**src/hw/rtl/cbsg_pkg.sv**
```systemverilog
// Shared constants, control-word type and microprogram for the cubic Bezier
// segment generator. No dependencies; every other file imports this package.
package cbsg_pkg;

    localparam int STEPS     = 1024;
    localparam int STEPS_LOG = $clog2(STEPS);
    localparam int IDX_W     = STEPS_LOG + 1;
    localparam int COORD_W   = 12;
    localparam int NUM_CFG   = 8;
    localparam int CFG_IDX_W = 4;
    localparam int CFG_SEL_W = $clog2(NUM_CFG);
    localparam int TMP_W     = 2 * STEPS_LOG + 1;
    localparam int WGT_W     = 3 * STEPS_LOG + 1;
    localparam int OPB_W     = (STEPS_LOG + 3 > COORD_W) ? STEPS_LOG + 3 : COORD_W;
    localparam int PROD_W    = WGT_W + 1 + OPB_W;
    localparam int ACC_W     = 3 * STEPS_LOG + COORD_W + 1;
    localparam int SHIFT     = 3 * STEPS_LOG;
    localparam int PC_W      = 4;

    // Configuration register indexes.
    localparam logic [CFG_SEL_W-1:0] CFG_P0_X = 3'd0;
    localparam logic [CFG_SEL_W-1:0] CFG_P0_Y = 3'd1;
    localparam logic [CFG_SEL_W-1:0] CFG_P1_X = 3'd2;
    localparam logic [CFG_SEL_W-1:0] CFG_P1_Y = 3'd3;
    localparam logic [CFG_SEL_W-1:0] CFG_P2_X = 3'd4;
    localparam logic [CFG_SEL_W-1:0] CFG_P2_Y = 3'd5;
    localparam logic [CFG_SEL_W-1:0] CFG_P3_X = 3'd6;
    localparam logic [CFG_SEL_W-1:0] CFG_P3_Y = 3'd7;

    // Multiplier operand A sources.
    localparam logic [2:0] OA_SELF = 3'd0;
    localparam logic [2:0] OA_TEMP = 3'd1;
    localparam logic [2:0] OA_W0   = 3'd2;
    localparam logic [2:0] OA_W1   = 3'd3;
    localparam logic [2:0] OA_W2   = 3'd4;
    localparam logic [2:0] OA_W3   = 3'd5;

    // Multiplier operand B sources.
    localparam logic [2:0] OB_SELF   = 3'd0;
    localparam logic [2:0] OB_3OTHER = 3'd1;
    localparam logic [2:0] OB_C0     = 3'd2;
    localparam logic [2:0] OB_C1     = 3'd3;
    localparam logic [2:0] OB_C2     = 3'd4;
    localparam logic [2:0] OB_C3     = 3'd5;

    // Product destinations.
    localparam logic [2:0] DST_NONE = 3'd0;
    localparam logic [2:0] DST_TEMP = 3'd1;
    localparam logic [2:0] DST_WEND = 3'd2;
    localparam logic [2:0] DST_WMID = 3'd3;
    localparam logic [2:0] DST_PROD = 3'd4;

    // Accumulator operations.
    localparam logic [1:0] ACC_NOP  = 2'd0;
    localparam logic [1:0] ACC_LOAD = 2'd1;
    localparam logic [1:0] ACC_ADD  = 2'd2;

    // Jump conditions.
    localparam logic [1:0] CC_NONE     = 2'd0;
    localparam logic [1:0] CC_NO_ITEM  = 2'd1;
    localparam logic [1:0] CC_OUT_FULL = 2'd2;

    // Named program steps.
    localparam logic [PC_W-1:0] ST_IDLE = 4'd0;
    localparam logic [PC_W-1:0] ST_EMIT = 4'd9;

    typedef struct packed {
        logic [2:0]      op_a;
        logic [2:0]      op_b;
        logic [2:0]      dst;
        logic [1:0]      acc;
        logic            wait_in;
        logic            emit;
        logic [1:0]      cond;
        logic [PC_W-1:0] target;
        logic            wrap;
    } ucw_t;

    typedef struct packed {
        logic ready;
        logic emit;
    } seq_stat_t;

    // The microprogram. Lane X uses a as its own step weight and b as the
    // other; lane Y the reverse, so between them the lanes build all four Bernstein weights.
    function automatic ucw_t ucode_rom(input logic [PC_W-1:0] pc);
        ucw_t w;
        begin
            case (pc)
                //          op_a     op_b       dst       acc       in    emit  cond         target   wrap
                4'd0: w = '{OA_SELF, OB_SELF,   DST_NONE, ACC_NOP,  1'b1, 1'b0, CC_NO_ITEM,  ST_IDLE, 1'b0};
                4'd1: w = '{OA_SELF, OB_SELF,   DST_TEMP, ACC_NOP,  1'b0, 1'b0, CC_NONE,     ST_IDLE, 1'b0};
                4'd2: w = '{OA_TEMP, OB_SELF,   DST_WEND, ACC_NOP,  1'b0, 1'b0, CC_NONE,     ST_IDLE, 1'b0};
                4'd3: w = '{OA_TEMP, OB_3OTHER, DST_WMID, ACC_NOP,  1'b0, 1'b0, CC_NONE,     ST_IDLE, 1'b0};
                4'd4: w = '{OA_W0,   OB_C0,     DST_PROD, ACC_NOP,  1'b0, 1'b0, CC_NONE,     ST_IDLE, 1'b0};
                4'd5: w = '{OA_W1,   OB_C1,     DST_PROD, ACC_LOAD, 1'b0, 1'b0, CC_NONE,     ST_IDLE, 1'b0};
                4'd6: w = '{OA_W2,   OB_C2,     DST_PROD, ACC_ADD,  1'b0, 1'b0, CC_NONE,     ST_IDLE, 1'b0};
                4'd7: w = '{OA_W3,   OB_C3,     DST_PROD, ACC_ADD,  1'b0, 1'b0, CC_NONE,     ST_IDLE, 1'b0};
                4'd8: w = '{OA_SELF, OB_SELF,   DST_NONE, ACC_ADD,  1'b0, 1'b0, CC_NONE,     ST_IDLE, 1'b0};
                4'd9: w = '{OA_SELF, OB_SELF,   DST_NONE, ACC_NOP,  1'b0, 1'b1, CC_OUT_FULL, ST_EMIT, 1'b1};
                default: w = '{OA_SELF, OB_SELF, DST_NONE, ACC_NOP, 1'b0, 1'b0, CC_NONE,     ST_IDLE, 1'b1};
            endcase
            return w;
        end
    endfunction

endpackage

```
**src/hw/rtl/cbsg_sequencer.sv**
```systemverilog
// Step counter and control-store lookup for the Bezier segment generator.
// Depends on cbsg_pkg for the control word and the microprogram.
module cbsg_sequencer import cbsg_pkg::*; (
    input  logic      aclk,
    input  logic      aresetn,
    input  logic      in_valid,
    input  logic      out_busy,
    output ucw_t      cw,
    output seq_stat_t stat
);

    logic [PC_W-1:0] pc_reg;
    logic [PC_W-1:0] pc_next;
    logic            jump;

    assign cw = ucode_rom(pc_reg);

    always_comb begin
        case (cw.cond)
            CC_NO_ITEM:  jump = ~in_valid;
            CC_OUT_FULL: jump = out_busy;
            default:     jump = 1'b0;
        endcase
        if (jump) begin
            pc_next = cw.target;
        end else if (cw.wrap) begin
            pc_next = ST_IDLE;
        end else begin
            pc_next = pc_reg + 1'b1;
        end
    end

    assign stat.ready = cw.wait_in;
    assign stat.emit  = cw.emit & ~out_busy;

    always_ff @(posedge aclk) begin
        if (!aresetn) begin
            pc_reg <= ST_IDLE;
        end else begin
            pc_reg <= pc_next;
        end
    end

endmodule

```
**src/hw/rtl/cbsg_datapath.sv**
```systemverilog
// Two multiply-accumulate lanes (x and y) with shared Bernstein weight
// registers, driven by the control word. Depends on cbsg_pkg.
module cbsg_datapath import cbsg_pkg::*; (
    input  logic                      aclk,
    input  ucw_t                      cw,
    input  logic [IDX_W-1:0]          a_val,
    input  logic [IDX_W-1:0]          b_val,
    input  logic signed [COORD_W-1:0] coord [2][4],
    output logic signed [COORD_W-1:0] res [2]
);

    localparam logic signed [ACC_W-1:0] RND_BIAS =
        {{(ACC_W - SHIFT){1'b0}}, {SHIFT{1'b1}}};

    logic [TMP_W-1:0]          temp_reg [2];
    logic [WGT_W-1:0]          w_reg [4];
    logic signed [ACC_W-1:0]   prod_reg [2];
    logic signed [ACC_W-1:0]   acc_reg [2];

    logic [IDX_W-1:0]          self_v [2];
    logic [IDX_W-1:0]          other_v [2];
    logic [WGT_W-1:0]          opa [2];
    logic signed [OPB_W-1:0]   opb [2];
    logic signed [PROD_W-1:0]  prod [2];
    logic signed [ACC_W-1:0]   biased [2];

    assign self_v[0]  = a_val;
    assign other_v[0] = b_val;
    assign self_v[1]  = b_val;
    assign other_v[1] = a_val;

    always_comb begin
        for (int l = 0; l < 2; l++) begin
            case (cw.op_a)
                OA_SELF: opa[l] = WGT_W'(self_v[l]);
                OA_TEMP: opa[l] = WGT_W'(temp_reg[l]);
                OA_W0:   opa[l] = w_reg[0];
                OA_W1:   opa[l] = w_reg[1];
                OA_W2:   opa[l] = w_reg[2];
                OA_W3:   opa[l] = w_reg[3];
                default: opa[l] = '0;
            endcase
            case (cw.op_b)
                OB_SELF:   opb[l] = OPB_W'(self_v[l]);
                OB_3OTHER: opb[l] = OPB_W'(other_v[l]) + OPB_W'({other_v[l], 1'b0});
                OB_C0:     opb[l] = OPB_W'(coord[l][0]);
                OB_C1:     opb[l] = OPB_W'(coord[l][1]);
                OB_C2:     opb[l] = OPB_W'(coord[l][2]);
                OB_C3:     opb[l] = OPB_W'(coord[l][3]);
                default:   opb[l] = '0;
            endcase
            prod[l] = $signed({1'b0, opa[l]}) * opb[l];
            // Adding divisor minus one to a negative sum makes the shift
            // truncate toward zero.
            biased[l] = acc_reg[l] + (acc_reg[l][ACC_W-1] ? RND_BIAS : '0);
            res[l]    = biased[l][SHIFT+COORD_W-1:SHIFT];
        end
    end

    always_ff @(posedge aclk) begin
        case (cw.dst)
            DST_TEMP: begin
                temp_reg[0] <= prod[0][TMP_W-1:0];
                temp_reg[1] <= prod[1][TMP_W-1:0];
            end
            DST_WEND: begin
                w_reg[0] <= prod[0][WGT_W-1:0];
                w_reg[3] <= prod[1][WGT_W-1:0];
            end
            DST_WMID: begin
                w_reg[1] <= prod[0][WGT_W-1:0];
                w_reg[2] <= prod[1][WGT_W-1:0];
            end
            DST_PROD: begin
                prod_reg[0] <= prod[0][ACC_W-1:0];
                prod_reg[1] <= prod[1][ACC_W-1:0];
            end
            default: ;
        endcase
        for (int l = 0; l < 2; l++) begin
            case (cw.acc)
                ACC_LOAD: acc_reg[l] <= prod_reg[l];
                ACC_ADD:  acc_reg[l] <= acc_reg[l] + prod_reg[l];
                default:  ;
            endcase
        end
    end

endmodule

```
**src/hw/rtl/cubic_bezier_segment_generator_top.sv**
```systemverilog
// Top level of the cubic Bezier segment generator: configuration registers,
// step index, handshakes and output register. Uses cbsg_pkg, cbsg_sequencer
// and cbsg_datapath.
//
//   Channel   Direction  Handshake              Contents
//   s_        in         s_valid / s_ready      restart
//   m_        out        m_valid / m_ready      from_x, from_y, to_x, to_y, last
//   cfg_      in         cfg_valid / cfg_ready  cfg_index, cfg_data
//
// Each item is accepted in the idle step and then runs through nine microcode
// steps, set by the single multiplier per coordinate that builds the four
// weights and then accumulates the four weighted control points.
// The output register lets the finished result wait while the next item is
// accepted; the emit step holds only if the previous result is still unread.
// Reset clears the configuration, step index and previous point; no clearing pass.
module cubic_bezier_segment_generator_top import cbsg_pkg::*; (
    input  logic                      aclk,
    input  logic                      aresetn,
    input  logic                      s_valid,
    output logic                      s_ready,
    input  logic                      s_restart,
    output logic                      m_valid,
    input  logic                      m_ready,
    output logic signed [COORD_W-1:0] m_from_x,
    output logic signed [COORD_W-1:0] m_from_y,
    output logic signed [COORD_W-1:0] m_to_x,
    output logic signed [COORD_W-1:0] m_to_y,
    output logic                      m_last,
    input  logic                      cfg_valid,
    output logic                      cfg_ready,
    input  logic [CFG_IDX_W-1:0]      cfg_index,
    input  logic [COORD_W-1:0]        cfg_data
);

    logic signed [COORD_W-1:0] cfg_reg [NUM_CFG];
    logic [IDX_W-1:0]          step_reg;
    logic [IDX_W-1:0]          step_next;
    logic [IDX_W-1:0]          cur_reg;
    logic signed [COORD_W-1:0] prev_x_reg;
    logic signed [COORD_W-1:0] prev_y_reg;
    logic                      m_valid_reg;
    logic                      m_valid_next;
    logic signed [COORD_W-1:0] from_x_reg;
    logic signed [COORD_W-1:0] from_y_reg;
    logic signed [COORD_W-1:0] to_x_reg;
    logic signed [COORD_W-1:0] to_y_reg;
    logic                      last_reg;

    ucw_t                      cw;
    seq_stat_t                 stat;
    logic                      s_fire;
    logic                      out_busy;
    logic [IDX_W-1:0]          take_idx;
    logic [IDX_W-1:0]          a_val;
    logic signed [COORD_W-1:0] coord [2][4];
    logic signed [COORD_W-1:0] res [2];
    logic                      at_start;
    logic                      at_end;

    assign cfg_ready = 1'b1;
    assign s_ready   = stat.ready;
    assign s_fire    = s_valid & stat.ready;
    assign out_busy  = m_valid_reg & ~m_ready;

    assign coord[0][0] = cfg_reg[CFG_P0_X];
    assign coord[0][1] = cfg_reg[CFG_P1_X];
    assign coord[0][2] = cfg_reg[CFG_P2_X];
    assign coord[0][3] = cfg_reg[CFG_P3_X];
    assign coord[1][0] = cfg_reg[CFG_P0_Y];
    assign coord[1][1] = cfg_reg[CFG_P1_Y];
    assign coord[1][2] = cfg_reg[CFG_P2_Y];
    assign coord[1][3] = cfg_reg[CFG_P3_Y];

    assign take_idx = s_restart ? '0 : step_reg;
    assign a_val    = IDX_W'(STEPS) - cur_reg;
    assign at_start = (cur_reg == '0);
    assign at_end   = (cur_reg == IDX_W'(STEPS));

    always_comb begin
        step_next = step_reg;
        if (s_fire) begin
            step_next = (take_idx == IDX_W'(STEPS)) ? '0 : take_idx + 1'b1;
        end
        m_valid_next = m_valid_reg;
        if (stat.emit) begin
            m_valid_next = 1'b1;
        end else if (m_ready) begin
            m_valid_next = 1'b0;
        end
    end

    cbsg_sequencer u_seq (
        .aclk     (aclk),
        .aresetn  (aresetn),
        .in_valid (s_valid),
        .out_busy (out_busy),
        .cw       (cw),
        .stat     (stat)
    );

    cbsg_datapath u_dp (
        .aclk  (aclk),
        .cw    (cw),
        .a_val (a_val),
        .b_val (cur_reg),
        .coord (coord),
        .res   (res)
    );

    always_ff @(posedge aclk) begin
        if (!aresetn) begin
            for (int k = 0; k < NUM_CFG; k++) begin
                cfg_reg[k] <= '0;
            end
            step_reg    <= '0;
            prev_x_reg  <= '0;
            prev_y_reg  <= '0;
            m_valid_reg <= 1'b0;
        end else begin
            if (cfg_valid && cfg_index < CFG_IDX_W'(NUM_CFG)) begin
                cfg_reg[cfg_index[CFG_SEL_W-1:0]] <= cfg_data;
            end
            step_reg    <= step_next;
            m_valid_reg <= m_valid_next;
            if (stat.emit) begin
                prev_x_reg <= res[0];
                prev_y_reg <= res[1];
            end
        end
    end

    always_ff @(posedge aclk) begin
        if (s_fire) begin
            cur_reg <= take_idx;
        end
        if (stat.emit) begin
            // A pass starts from the configured P0, not from the stored point.
            from_x_reg <= at_start ? cfg_reg[CFG_P0_X] : prev_x_reg;
            from_y_reg <= at_start ? cfg_reg[CFG_P0_Y] : prev_y_reg;
            to_x_reg   <= res[0];
            to_y_reg   <= res[1];
            last_reg   <= at_end;
        end
    end

    assign m_valid  = m_valid_reg;
    assign m_from_x = from_x_reg;
    assign m_from_y = from_y_reg;
    assign m_to_x   = to_x_reg;
    assign m_to_y   = to_y_reg;
    assign m_last   = last_reg;

endmodule

```
**config.mk**
```make
export PLATFORM = sky130hd
export DESIGN_NAME = cubic_bezier_segment_generator_top
export DESIGN_NICKNAME = d
export VERILOG_FILES = /design/src/hw/rtl/cbsg_pkg.sv /design/src/hw/rtl/cbsg_sequencer.sv /design/src/hw/rtl/cbsg_datapath.sv /design/src/hw/rtl/cubic_bezier_segment_generator_top.sv
export SDC_FILE = /design/constraint.sdc
export NUM_CORES = 2
export LEC_CHECK = 0
export BUFFER_PORTS_ARGS = -buffer_cell sky130_fd_sc_hd__buf_4
export CORE_MARGIN = 2
export CORE_UTILIZATION = 60
export DETAILED_ROUTE_END_ITERATION = 8
export PLACE_DENSITY = 0.78
export SYNTH_ARGS = -nofsm -noshare
export SYNTH_HDL_FRONTEND = slang
export SYNTH_SLANG_ARGS = --single-unit
```
**constraint.sdc**
```tcl
create_clock -name aclk -period 21.6 [get_ports aclk]
set_input_delay 1.08 -clock aclk [delete_from_list [all_inputs] [get_ports aclk]]
set_output_delay 1.08 -clock aclk [all_outputs]
set_load 0.02 [all_outputs]
```
==> results.cfg <==
[setup_path]
max_stage_delay_ps = 1010
crit-reg2reg-capture = u_dp.w_reg[3][28]
critPathBufInv = 5
crit_top_cell = fa_1
crit_family = adder cells
cp-start-kind = flip-flop
cp.required_ps = 21850
worstSetupEndpointType = flip-flop
worstPathArrival_ps = 10420
rr_worst_depth = 34
path_max_fanout = 8
r2r_slack_ps = 11430
slowest_stage = o311ai_0
path_class = reg -> reg
r2r-start = cur_reg[2]

[route]
wirelength_um = 154000
via_per_inst = 6.21
drtIter0Drc = 4359
vias = 39711
ant_nets = 0
post_drt_wl_per_cell_um = 24.0
dr.pass1.iters = 6
drc_errors = 0

[logic_synthesis]
synth_nets = 6237
synthArstFlopShare_pct = 0
seq_area_frac_synth_pct = 29.9
synth-edff-count = 494
synth_ff_type = edfxtp_1
synth_warnings = 0
synth_cells = 5150
synth_top_area_share_pct = 28.0
synth_area_sq_um = 53100
synth_area_per_cell_sq_um = 10.3
yosys-top-cells-area = edfxtp_1, fa_1, ha_1
ys_types = 85
yosysTopAreaCell = edfxtp_1
ys_seq_elements = 546

[final_layout]
area_growth_pct = 7.77
n_fill_cell = 6791
final_common_cell = fa_1
seqCellArea_sq_um = 15900
layout.nets = 6260
final_cell_mix = fa_1, inv_1, nand2_1
multi_input_area_sq_um = 34200
layout-drive-gt1-share_pct = 8.45
largest_reg_flops = 124

[clock_network]
clock_latency_ps = 660
cts_sinks = 546
cts_root_buffer = clkbuf_16
clockBufferDepth = 3
clkSlewWorstSetupHoldPaths_ps = 70
cts-resized-gates = 0
numCtsBuffers = 58
cts_hold_buf = 0
post_cts.repair.setup_buffers = 0
htree_levels = 2
cts_tree = yes

[die]
start_util_pct = 60.3
core_area_sq_um = 88000
die_area_sq_um = 90800
die_h_um = 301
die_w_um = 301
num_rows = 109
io_pins = 74

[worst_hold_path]
whs_endpoint = prev_y_reg[1]
hp-start = prev_y_reg[1]
hold_path.class = reg -> reg
hold_depth = 2

[flow_run]
cap_violations = 0

[place]
gp_congestion = 0.979
portBuffers = 72
dp_hpwl_um = 117000

[status]
outcome = completed

[global_routing]
grt_first_pass_wirelength_um = 236000
grt_max_degree = 79
grt_usage_pct = 34.4
overflow = 0
grt_antenna_before_repair = 20
first_global_vias = 40133

[timing]
fin_skew_ps = 51.0
fmax_mhz = 98.3
hold_viol = 0
period_needed_ps = 10170
slew_headroom_pct = 6.26
slew_violations = 0
setup_violations = 0
rsz0062_at_grt = false
finalCritPeriodShare_pct = 47.1
tightest_slew_ps = 1400
finalSetupTns_ps = 0
[through the flow]
stage               setup slack, ps  utilization [%]  cells  area (sq um)  hold slack, ps
CTS                           11620             65.0   6387         57200             490
global route                  10870             65.0   6387         57200             552
global placement              11770             62.7   6278         55200             462
detailed placement            11640             62.7   6278         55200             475
finish                        11430             65.0   6399         57200             489
floorplan                     12610                -   5150         53100             441
[cells by family (layout without fill, tap and decap cells)]
| group | count (synthesis) | in the layout | share of synthesized area, % |
|---|---|---|---|
| AO/OA/AOI/OAI | 908 | 908 | 11.1 |
| other | 1 | 13 | 0.00707 |
| buffers and inverters | 835 | 907 | 5.93 |
| multiplexers | 169 | 169 | 3.44 |
| XOR/XNOR | 198 | 198 | 3.27 |
| AND/OR/NAND/NOR | 1428 | 1428 | 12.1 |
| adder cells (fa/ha/maj) | 1065 | 1065 | 34.2 |
| flip-flops | 546 | 546 | 29.9 |
[cell type report]
class,instances,area share [%]
multi-input cells,3769,59.8
flip-flops and latches,546,27.8
inverters,631,4.14
clock buffers,68,2.68
well taps,1165,2.55
repair buffers,167,2.19
clock inverters,41,0.816
diodes,12,0.0525
[synth_stat cells (52+ instances only)]
cell type / number
o21ai_0: 183
nand2_1: 624
mux2i_1: 78
nor2b_1: 59
and2_1: 139
nor2_1: 363
fa_1: 642
xor2_1: 55
mux2_2: 89
edfxtp_1: 494
clkbuf_1: 180
xnor2_1: 143
dfxtp_1: 52
a21o_1: 98
a21oi_1: 258
ha_1: 423
inv_1: 630
[routing by layer]
metal,vias up,track usage (%),share of wire [%]
met5,-,0,0.093
met4,12,15.2,5.1
met3,438,8.88,11
met2,2075,53.8,45
met1,19786,45.6,38
li1,17400,-,-
[tightest hold or removal path, delay by kind of cell (launching register included)]
kind            cells  cell delay, ps
compound gates      1              70
flops               1             320
simple gates        1              60
[worst max-delay path by stage]
stage / start / slack [ps] / depth (start not counted) / endpoint
6_report: cur_reg[2] / 11430 / 34 / u_dp.w_reg[3][28]
5_1_grt: cur_reg[2] / 10870 / 34 / u_dp.w_reg[3][28]
4_1_cts: cur_reg[1] / 11620 / 34 / u_dp.prod_reg[0][83]
3_5_place_dp: cur_reg[1] / 11640 / 34 / u_dp.prod_reg[0][83]
3_3_place_gp: cur_reg[2] / 11770 / 35 / u_dp.prod_reg[0][83]
2_1_floorplan: cur_reg[1] / 12610 / 36 / u_dp.prod_reg[0][83]
Power is left out: the tool's default activity adds up to more than one toggle a clock period on the data nets, which glitch-free logic cannot reach.
